File: config.mk
export PLATFORM = sky130hd
export DESIGN_NAME = rational_arith_reduce_core
export DESIGN_NICKNAME = d
export VERILOG_FILES = /design/src/hw/rtl/rar_pkg.sv /design/src/hw/rtl/rational_arith_reduce_core.sv /design/src/hw/rtl/rar_front.sv /design/src/hw/rtl/rar_queue.sv /design/src/hw/rtl/rar_back.sv
export SDC_FILE = /design/constraint.sdc
export NUM_CORES = 2
export LEC_CHECK = 0
export BUFFER_PORTS_ARGS = -buffer_cell sky130_fd_sc_hd__buf_2
export CAP_MARGIN = 20
export CORE_MARGIN = 2
export CORE_UTILIZATION = 46
export CTS_CLUSTER_DIAMETER = 80
export CTS_CLUSTER_SIZE = 40
export DETAILED_ROUTE_END_ITERATION = 12
export PLACE_DENSITY = 0.58
export SYNTH_ARGS = -nofsm -noshare
export SYNTH_HDL_FRONTEND = slang
export SYNTH_SLANG_ARGS = --single-unit
File: constraint.sdc
create_clock -name clk_i -period 21.6 [get_ports clk_i]
set_clock_uncertainty 0.1 [all_clocks]
set_input_delay 1.08 -clock clk_i [delete_from_list [all_inputs] [get_ports clk_i]]
set_output_delay 1.08 -clock clk_i [all_outputs]
set_load 0.03 [all_outputs]
File: src/hw/rtl/rar_pkg.sv
`default_nettype none
package rar_pkg;
  localparam int unsigned OperandWidthDef = 16;
  typedef enum logic [1:0] {
    OP_ADD = 2'd0,
    OP_SUB = 2'd1,
    OP_MUL = 2'd2,
    OP_DIV = 2'd3
  } op_e;
endpackage
`default_nettype wire

File: src/hw/rtl/rational_arith_reduce_core.sv
// Channel | Direction | Handshake
// in      | input     | valid_i / stall_o
// out     | output    | valid_o / stall_i
// The front handles a beat in order: capture, multiply, then sum or select.
// The back runs Euclid on a shared restoring divider, one run per remainder step,
// then divides both parts by the gcd in two more such runs.
// Euclid needs at most about 45 remainder steps for 16-bit operands.
// Neither the front nor the back takes a new beat until its last one is passed on.
// Reset clears all control state; a stalled result holds its beat.
`default_nettype none
module rational_arith_reduce_core import rar_pkg::*; #(
  parameter int unsigned OPERAND_WIDTH = OperandWidthDef
) (
  input  wire logic                       clk_i,
  input  wire logic                       rst_ni,
  input  wire logic                       valid_i,
  output logic                            stall_o,
  input  wire logic [1:0]                 opcode_i,
  input  wire logic [OPERAND_WIDTH-1:0]   first_numerator_i,
  input  wire logic [OPERAND_WIDTH-1:0]   first_denominator_i,
  input  wire logic [OPERAND_WIDTH-1:0]   second_numerator_i,
  input  wire logic [OPERAND_WIDTH-1:0]   second_denominator_i,
  output logic                            valid_o,
  input  wire logic                       stall_i,
  output logic [2*OPERAND_WIDTH-1:0]      raw_numerator_o,
  output logic [2*OPERAND_WIDTH-2:0]      raw_denominator_o,
  output logic [2*OPERAND_WIDTH-1:0]      reduced_numerator_o,
  output logic [2*OPERAND_WIDTH-2:0]      reduced_denominator_o,
  output logic                            zero_gcd_error_o
);
  localparam int unsigned MagW = 2 * OPERAND_WIDTH + 1;
  localparam int unsigned QW = 2 * MagW + 2;
  logic fv, fs, qv, qs;
  logic fnn, fdn;
  logic [MagW-1:0] fnm, fdm;
  logic [QW-1:0] qd;

  rar_front #(.OperandWidth(OPERAND_WIDTH)) u_front (
    .clk_i, .rst_ni, .valid_i, .stall_o, .opcode_i,
    .a_i(first_numerator_i), .b_i(first_denominator_i),
    .c_i(second_numerator_i), .d_i(second_denominator_i),
    .valid_o(fv), .stall_i(fs),
    .num_neg_o(fnn), .num_mag_o(fnm), .den_neg_o(fdn), .den_mag_o(fdm)
  );

  rar_queue #(.Width(QW)) u_queue (
    .clk_i, .rst_ni, .valid_i(fv), .stall_o(fs), .data_i({fnn, fnm, fdn, fdm}),
    .valid_o(qv), .stall_i(qs), .data_o(qd)
  );

  rar_back #(.OperandWidth(OPERAND_WIDTH)) u_back (
    .clk_i, .rst_ni, .valid_i(qv), .stall_o(qs),
    .num_neg_i(qd[QW-1]), .num_mag_i(qd[QW-2 -: MagW]),
    .den_neg_i(qd[MagW]), .den_mag_i(qd[MagW-1:0]),
    .valid_o, .stall_i,
    .raw_numerator_o, .raw_denominator_o, .reduced_numerator_o,
    .reduced_denominator_o, .zero_gcd_error_o
  );
endmodule
`default_nettype wire

File: src/hw/rtl/rar_front.sv
`default_nettype none
module rar_front import rar_pkg::*; #(
  parameter int unsigned OperandWidth = OperandWidthDef,
  localparam int unsigned MagW = 2 * OperandWidth + 1
) (
  input  wire logic                    clk_i,
  input  wire logic                    rst_ni,
  input  wire logic                    valid_i,
  output logic                         stall_o,
  input  wire logic [1:0]              opcode_i,
  input  wire logic [OperandWidth-1:0] a_i,
  input  wire logic [OperandWidth-1:0] b_i,
  input  wire logic [OperandWidth-1:0] c_i,
  input  wire logic [OperandWidth-1:0] d_i,
  output logic                         valid_o,
  input  wire logic                    stall_i,
  output logic                         num_neg_o,
  output logic [MagW-1:0]              num_mag_o,
  output logic                         den_neg_o,
  output logic [MagW-1:0]              den_mag_o
);
  localparam int unsigned PW = 2 * OperandWidth;
  typedef enum logic [2:0] {
    F_IDLE = 3'b001,
    F_MUL  = 3'b010,
    F_SUM  = 3'b100
  } fst_e;

  fst_e state_q, state_d;
  logic [OperandWidth-1:0] a_q, b_q, c_q, d_q;
  op_e op_q;
  logic [PW-1:0] p1_q, p2_q, p3_q;
  logic n1_q, n2_q, n3_q;
  logic busy_q;

  function automatic logic [OperandWidth-1:0] mag(input logic [OperandWidth-1:0] v);
    mag = v[OperandWidth-1] ? (~v + 1'b1) : v;
  endfunction

  logic [OperandWidth-1:0] ma, mb, mc, md, x1, y1, x2, y2;
  logic s1, s2;
  always_comb begin
    ma = mag(a_q);
    mb = mag(b_q);
    mc = mag(c_q);
    md = mag(d_q);
    x1 = ma; y1 = md; s1 = a_q[OperandWidth-1] ^ d_q[OperandWidth-1];
    x2 = mc; y2 = mb; s2 = c_q[OperandWidth-1] ^ b_q[OperandWidth-1];
    if (op_q == OP_MUL) begin
      x1 = ma; y1 = mc; s1 = a_q[OperandWidth-1] ^ c_q[OperandWidth-1];
    end
  end

  logic [MagW-1:0] e1, e2, sum;
  logic sneg2;
  always_comb begin
    e1 = {1'b0, p1_q};
    e2 = {1'b0, p2_q};
    sneg2 = n2_q ^ (op_q == OP_SUB);
    if (n1_q == sneg2) begin
      sum = e1 + e2;
    end else if (e1 >= e2) begin
      sum = e1 - e2;
    end else begin
      sum = e2 - e1;
    end
  end

  assign stall_o = busy_q;
  always_comb begin
    state_d = state_q;
    case (state_q)
      F_IDLE: if (valid_i) state_d = F_MUL;
      F_MUL: state_d = F_SUM;
      F_SUM: if (!stall_i) state_d = F_IDLE;
      default: state_d = F_IDLE;
    endcase
  end
  assign valid_o = state_q == F_SUM;

  always_ff @(posedge clk_i or negedge rst_ni) begin
    if (!rst_ni) begin
      state_q <= F_IDLE;
      busy_q <= 1'b0;
    end else begin
      state_q <= state_d;
      busy_q <= (state_d != F_IDLE);
    end
  end

  always_ff @(posedge clk_i) begin
    if (state_q == F_IDLE && valid_i && !busy_q) begin
      a_q <= a_i; b_q <= b_i; c_q <= c_i; d_q <= d_i;
      op_q <= op_e'(opcode_i);
    end
    if (state_q == F_MUL) begin
      p1_q <= PW'(x1) * PW'(y1);
      n1_q <= s1;
      p2_q <= PW'(x2) * PW'(y2);
      n2_q <= s2;
      p3_q <= PW'(mb) * PW'(md);
      n3_q <= b_q[OperandWidth-1] ^ d_q[OperandWidth-1];
    end
  end

  always_comb begin
    num_mag_o = e1;
    num_neg_o = n1_q;
    den_mag_o = {1'b0, p3_q};
    den_neg_o = n3_q;
    if (op_q == OP_ADD || op_q == OP_SUB) begin
      num_mag_o = sum;
      num_neg_o = (n1_q == sneg2 || e1 >= e2) ? n1_q : sneg2;
    end else if (op_q == OP_DIV) begin
      den_mag_o = e2;
      den_neg_o = n2_q;
    end
    if (num_mag_o == '0) num_neg_o = 1'b0;
    if (den_mag_o == '0) den_neg_o = 1'b0;
  end
endmodule
`default_nettype wire

File: src/hw/rtl/rar_queue.sv
`default_nettype none
module rar_queue #(
  parameter int unsigned Width = 8
) (
  input  wire logic             clk_i,
  input  wire logic             rst_ni,
  input  wire logic             valid_i,
  output logic                  stall_o,
  input  wire logic [Width-1:0] data_i,
  output logic                  valid_o,
  input  wire logic             stall_i,
  output logic [Width-1:0]      data_o
);
  logic [1:0] full_q;
  logic [Width-1:0] mem_q [2];
  logic wp_q, rp_q;
  logic push, pop;
  assign stall_o = full_q[1];
  assign valid_o = full_q != 2'd0;
  assign push = valid_i && !full_q[1];
  assign pop = valid_o && !stall_i;
  assign data_o = mem_q[rp_q];
  always_ff @(posedge clk_i or negedge rst_ni) begin
    if (!rst_ni) begin
      full_q <= 2'd0;
      wp_q <= 1'b0;
      rp_q <= 1'b0;
    end else begin
      full_q <= full_q + {1'b0, push} - {1'b0, pop};
      if (push) wp_q <= ~wp_q;
      if (pop) rp_q <= ~rp_q;
    end
  end
  always_ff @(posedge clk_i) begin
    if (push) mem_q[wp_q] <= data_i;
  end
endmodule
`default_nettype wire

File: src/hw/rtl/rar_back.sv
`default_nettype none
module rar_back import rar_pkg::*; #(
  parameter int unsigned OperandWidth = OperandWidthDef,
  localparam int unsigned MagW = 2 * OperandWidth + 1,
  localparam int unsigned NumW = 2 * OperandWidth,
  localparam int unsigned DenW = 2 * OperandWidth - 1
) (
  input  wire logic             clk_i,
  input  wire logic             rst_ni,
  input  wire logic             valid_i,
  output logic                  stall_o,
  input  wire logic             num_neg_i,
  input  wire logic [MagW-1:0]  num_mag_i,
  input  wire logic             den_neg_i,
  input  wire logic [MagW-1:0]  den_mag_i,
  output logic                  valid_o,
  input  wire logic             stall_i,
  output logic [NumW-1:0]       raw_numerator_o,
  output logic [DenW-1:0]       raw_denominator_o,
  output logic [NumW-1:0]       reduced_numerator_o,
  output logic [DenW-1:0]       reduced_denominator_o,
  output logic                  zero_gcd_error_o
);
  localparam int unsigned CntW = $clog2(MagW + 1);
  typedef enum logic [5:0] {
    B_IDLE = 6'b000001,
    B_GCD  = 6'b000010,
    B_DIVN = 6'b000100,
    B_DIVD = 6'b001000,
    B_FIN  = 6'b010000,
    B_OUT  = 6'b100000
  } bst_e;

  bst_e state_q;
  logic nn_q, dn_q, par_q;
  logic [MagW-1:0] nm_q, dm_q, x_q, y_q;
  // Shared restoring divider.
  logic [MagW-1:0] dvd_q, dvs_q, quo_q, rem_q, qn_q;
  logic [CntW-1:0] cnt_q;
  logic dbusy_q, dstart;
  logic [MagW:0] trial;
  logic [MagW-1:0] dvd_d, dvs_d;

  assign trial = {rem_q, dvd_q[MagW-1]} - {1'b0, dvs_q};
  assign stall_o = state_q != B_IDLE;
  assign valid_o = state_q == B_OUT;

  always_comb begin
    dstart = 1'b0;
    dvd_d = x_q;
    dvs_d = y_q;
    case (state_q)
      B_GCD: dstart = !dbusy_q && y_q != '0;
      B_DIVN: begin dstart = !dbusy_q; dvd_d = nm_q; dvs_d = x_q; end
      B_DIVD: begin dstart = !dbusy_q; dvd_d = dm_q; dvs_d = x_q; end
      default: dstart = 1'b0;
    endcase
  end

  logic [NumW-1:0] rn;
  logic [DenW-1:0] rd;
  logic g, sn, sd;
  always_comb begin
    g = par_q ? dn_q : nn_q;
    sn = nn_q ^ g;
    sd = dn_q ^ g;
    if (sd && quo_q != '0) sn = ~sn;
    rn = NumW'(sn ? (~qn_q + 1'b1) : qn_q);
    rd = DenW'(quo_q);
  end

  always_ff @(posedge clk_i or negedge rst_ni) begin
    if (!rst_ni) begin
      state_q <= B_IDLE;
      dbusy_q <= 1'b0;
    end else begin
      if (dstart) dbusy_q <= 1'b1;
      else if (dbusy_q && cnt_q == CntW'(1)) dbusy_q <= 1'b0;
      case (state_q)
        B_IDLE: if (valid_i) state_q <= B_GCD;
        B_GCD: if (!dbusy_q && y_q == '0) state_q <= (x_q == '0) ? B_FIN : B_DIVN;
        B_DIVN: if (dbusy_q && cnt_q == CntW'(1)) state_q <= B_DIVD;
        B_DIVD: if (dbusy_q && cnt_q == CntW'(1)) state_q <= B_FIN;
        B_FIN: state_q <= B_OUT;
        B_OUT: if (!stall_i) state_q <= B_IDLE;
        default: state_q <= B_IDLE;
      endcase
    end
  end

  always_ff @(posedge clk_i) begin
    if (state_q == B_IDLE && valid_i) begin
      nn_q <= num_neg_i; dn_q <= den_neg_i;
      nm_q <= num_mag_i; dm_q <= den_mag_i;
      x_q <= num_mag_i; y_q <= den_mag_i;
      par_q <= 1'b0;
    end
    if (dstart) begin
      dvd_q <= dvd_d; dvs_q <= dvs_d; rem_q <= '0; quo_q <= '0;
      cnt_q <= CntW'(MagW);
    end else if (dbusy_q) begin
      dvd_q <= {dvd_q[MagW-2:0], 1'b0};
      cnt_q <= cnt_q - 1'b1;
      if (!trial[MagW]) begin
        rem_q <= trial[MagW-1:0];
        quo_q <= {quo_q[MagW-2:0], 1'b1};
      end else begin
        rem_q <= {rem_q[MagW-2:0], dvd_q[MagW-1]};
        quo_q <= {quo_q[MagW-2:0], 1'b0};
      end
      if (cnt_q == CntW'(1)) begin
        if (state_q == B_GCD) begin
          x_q <= y_q;
          y_q <= trial[MagW] ? {rem_q[MagW-2:0], dvd_q[MagW-1]} : trial[MagW-1:0];
          par_q <= ~par_q;
        end
      end
    end
    if (state_q == B_DIVD && dstart) qn_q <= quo_q;
    if (state_q == B_FIN) begin
      raw_numerator_o <= NumW'(nn_q ? (~nm_q + 1'b1) : nm_q);
      raw_denominator_o <= DenW'(dn_q ? (~dm_q + 1'b1) : dm_q);
      zero_gcd_error_o <= x_q == '0;
      reduced_numerator_o <= (x_q == '0) ? '0 : rn;
      reduced_denominator_o <= (x_q == '0) ? '0 : rd;
    end
  end
endmodule
`default_nettype wire

==> results.yml <==
synth:
  synth_area_per_cell_um2: 9.97
  yosysMostFrequentCell: "inv_1"
  synth_warnings: 0
  synth_ff_type: "edfxtp_1"
  synth_common_cells: "inv_1, nand2_1, edfxtp_1"
  syn_area_um2: 61600
  synth.top_cells.by_area: "edfxtp_1, fa_1, ha_1"
  async_flop_share_pct: 2.01
  yosysUniqueCellTypes: 91
  synth_edf_count: 591
  synthCells: 6178
  yosysTopAreaCell: "edfxtp_1"
  seq_area_frac_synth_pct: 33.9
  synth-seq-cells: 745
  syn_nets: 7286
  synth_top_cell_area_share_pct: 28.8
detailed_routing:
  post-route-drc-count: 0
  firstDrtPassIters: 8
  vias: 45100
  drtAntennaViolNets: 0
  drt-total-wl_um: 182000
  via_per_inst: 5.56
  wire_per_inst_um: 22.5
  initialDrtViolationCount: 3696
global_routing:
  antenna_found_initial: 4
  grt_pass1_wl_um: 279000
  grt_pass1_vias: 45700
  overflow: 0
  grt_max_degree: 80
  track_usage_pct: 26.8
placed_design:
  io_buffer_count: 198
  gp_congestion: 0.989
  placedCellCount: 8029
  dp_hpwl_um: 143000
setup_path:
  crit_family: "adder cells"
  cp.required_ps: 21880
  path_max_fanout: 12
  critical_path_buf_inv_count: 5
  worst-setup-path-type: "reg -> reg"
  critPathLaunchType: "flop"
  crit_slowest_cell: "xor2_1"
  end_kind: "flop"
  crit_top_cell: "fa_1"
  r2r_slack_ps: 11500
  cp_data_arrival_time_ps: 10390
  critPathMaxStageDelay_ps: 900
final_layout:
  area_growth_pct: 8.07
  final_net_count: 7415
  final_cells: 8108
  n_antenna_cell: 0
  postLayoutCoreUtil_pct: 50.0
  drive_above_1_share_pct: 8.99
sta:
  max_freq_mhz: 99.0
  period_minus_slack_ps: 10100
  hold_viol_final: 0
  relSlewSlack_pct: 21.6
  finalSetupViolations: 0
  rsz0062_at_grt: "no"
  tns_ps: 0
  fin_crit_sh_pct: 46.8
  slew_violations: 0
  worstMarginPinSlew_ps: 1170
die:
  rows: 134
  die_h_um: 370
  fp.dieArea_um2: 137000
  ios: 199
  start_util_pct: 46.3
  coreArea_um2: 133000
  die_w_um: 370
clock_tree:
  postCtsSetupRepairBufs: 0
  h-tree-depth: 2
  cts_buffers: 41
  cts_hold_buf: 0
  cts_tree: "yes"
  path_clk_slew_ps: 120
  cts-resized-gates: 0
  clk_latency_ps: 670
  ctsLongestPathBuffers: 3
  cts_root_buf: "clkbuf_16"
  cts.sinks: 745
min_path:
  worst_hold_path_type: "in -> async"
flow_run:
  drv_cap: 0
outcome:
  outcome: "finished clean"
registers in the layout, indices dropped and copies added (netlist names), 33 cells and up:
| name | cells |
|---|---|
| u_queue.mem_q | 134 |
| u_back.dvd_q | 33 |
| u_back.dvs_q | 33 |
| u_back.nm_q | 33 |
| u_back.quo_q | 33 |
| u_back.rem_q | 33 |
| u_back.x_q | 33 |
| u_back.y_q | 33 |
path summary, 6_finish.rpt:
path                                               startpoint  cells after the start                            end
max in group asynchronous                              rst_ni                      1  u_back.state_q[0]$_DFFE_PN1P_
worst max register to register       u_front.d_q[0]$_DFFE_PP_                     32     u_front.p1_q[30]$_DFFE_PP_
min in group clk_i              u_back.quo_q[32]$_SDFFE_PP0P_                      2  u_back.quo_q[32]$_SDFFE_PP0P_
worst max-delay path                 u_front.d_q[0]$_DFFE_PP_                     32     u_front.p1_q[30]$_DFFE_PP_
worst min-delay path                                   rst_ni                      1   u_front.state_q[1]$_DFF_PN0_
worst min register to register  u_back.quo_q[32]$_SDFFE_PP0P_                      2  u_back.quo_q[32]$_SDFFE_PP0P_
cell usage in the layout (no fill, tap or decap), types with 28 or more instances in the layout:
cell,synthesis,routed
a21o_1,57,57
a22oi_1,33,33
nor2_1,572,568
mux2_2,102,102
buf_2,17,198
edfxtp_1,591,591
a31oi_1,63,63
a21oi_1,197,196
o21ai_0,300,300
ha_1,452,452
inv_1,830,829
nand4_1,30,30
nor3_1,67,66
xor2_1,102,99
nand3_1,71,71
mux2i_1,125,125
buf_4,5,117
or3_1,35,35
nor2b_1,63,60
and2_1,36,35
dfxtp_1,139,139
fa_1,586,586
nand2_1,784,782
clkbuf_16,0,43
o31ai_1,41,40
xnor2_1,237,226
o21a_1,29,28
nand2b_1,47,47
nor4_1,44,43
through the flow:
stage	instance area (um^2)	setup WS, ps	hold slack (ps)
after floorplan	61600	12960	326
after detailed placement	65000	11810	354
final	66600	11500	217
after global placement	65000	12120	345
after CTS	66500	11730	207
after global routing	66600	11000	231
routing by layer:
layer	up-vias	global-route usage, %	wire length [um]
li1	20800	-	-
met1	22200	35.0	75800
met2	1645	44.4	85500
met3	366	3.41	11400
met4	2	12.4	9770
met5	-	0	12
cells by family after synthesis:
kind of cell	count (synthesis)	share of synthesized area, %
AND/OR/NAND/NOR	1842	13.2
multiplexers	227	3.90
buffers and inverters	1062	6.59
AO/OA/AOI/OAI	925	9.36
XOR/XNOR	339	4.82
flip-flops	745	33.9
adder cells (fa/ha/maj)	1038	28.2
area by class of cell:
type                    instances  area [um^2]
clock buffers                  51         1140
multi-input cells            4371        36900
clock inverters                25          435
inverters                     833         3130
well taps                    1768         2210
flip-flops and latches        745        20900
fillers                     12400        66600
repair buffers                315         1870
Power is not shown: default switching activity piles up to over one toggle a cycle in this logic, so the estimate is an artifact.
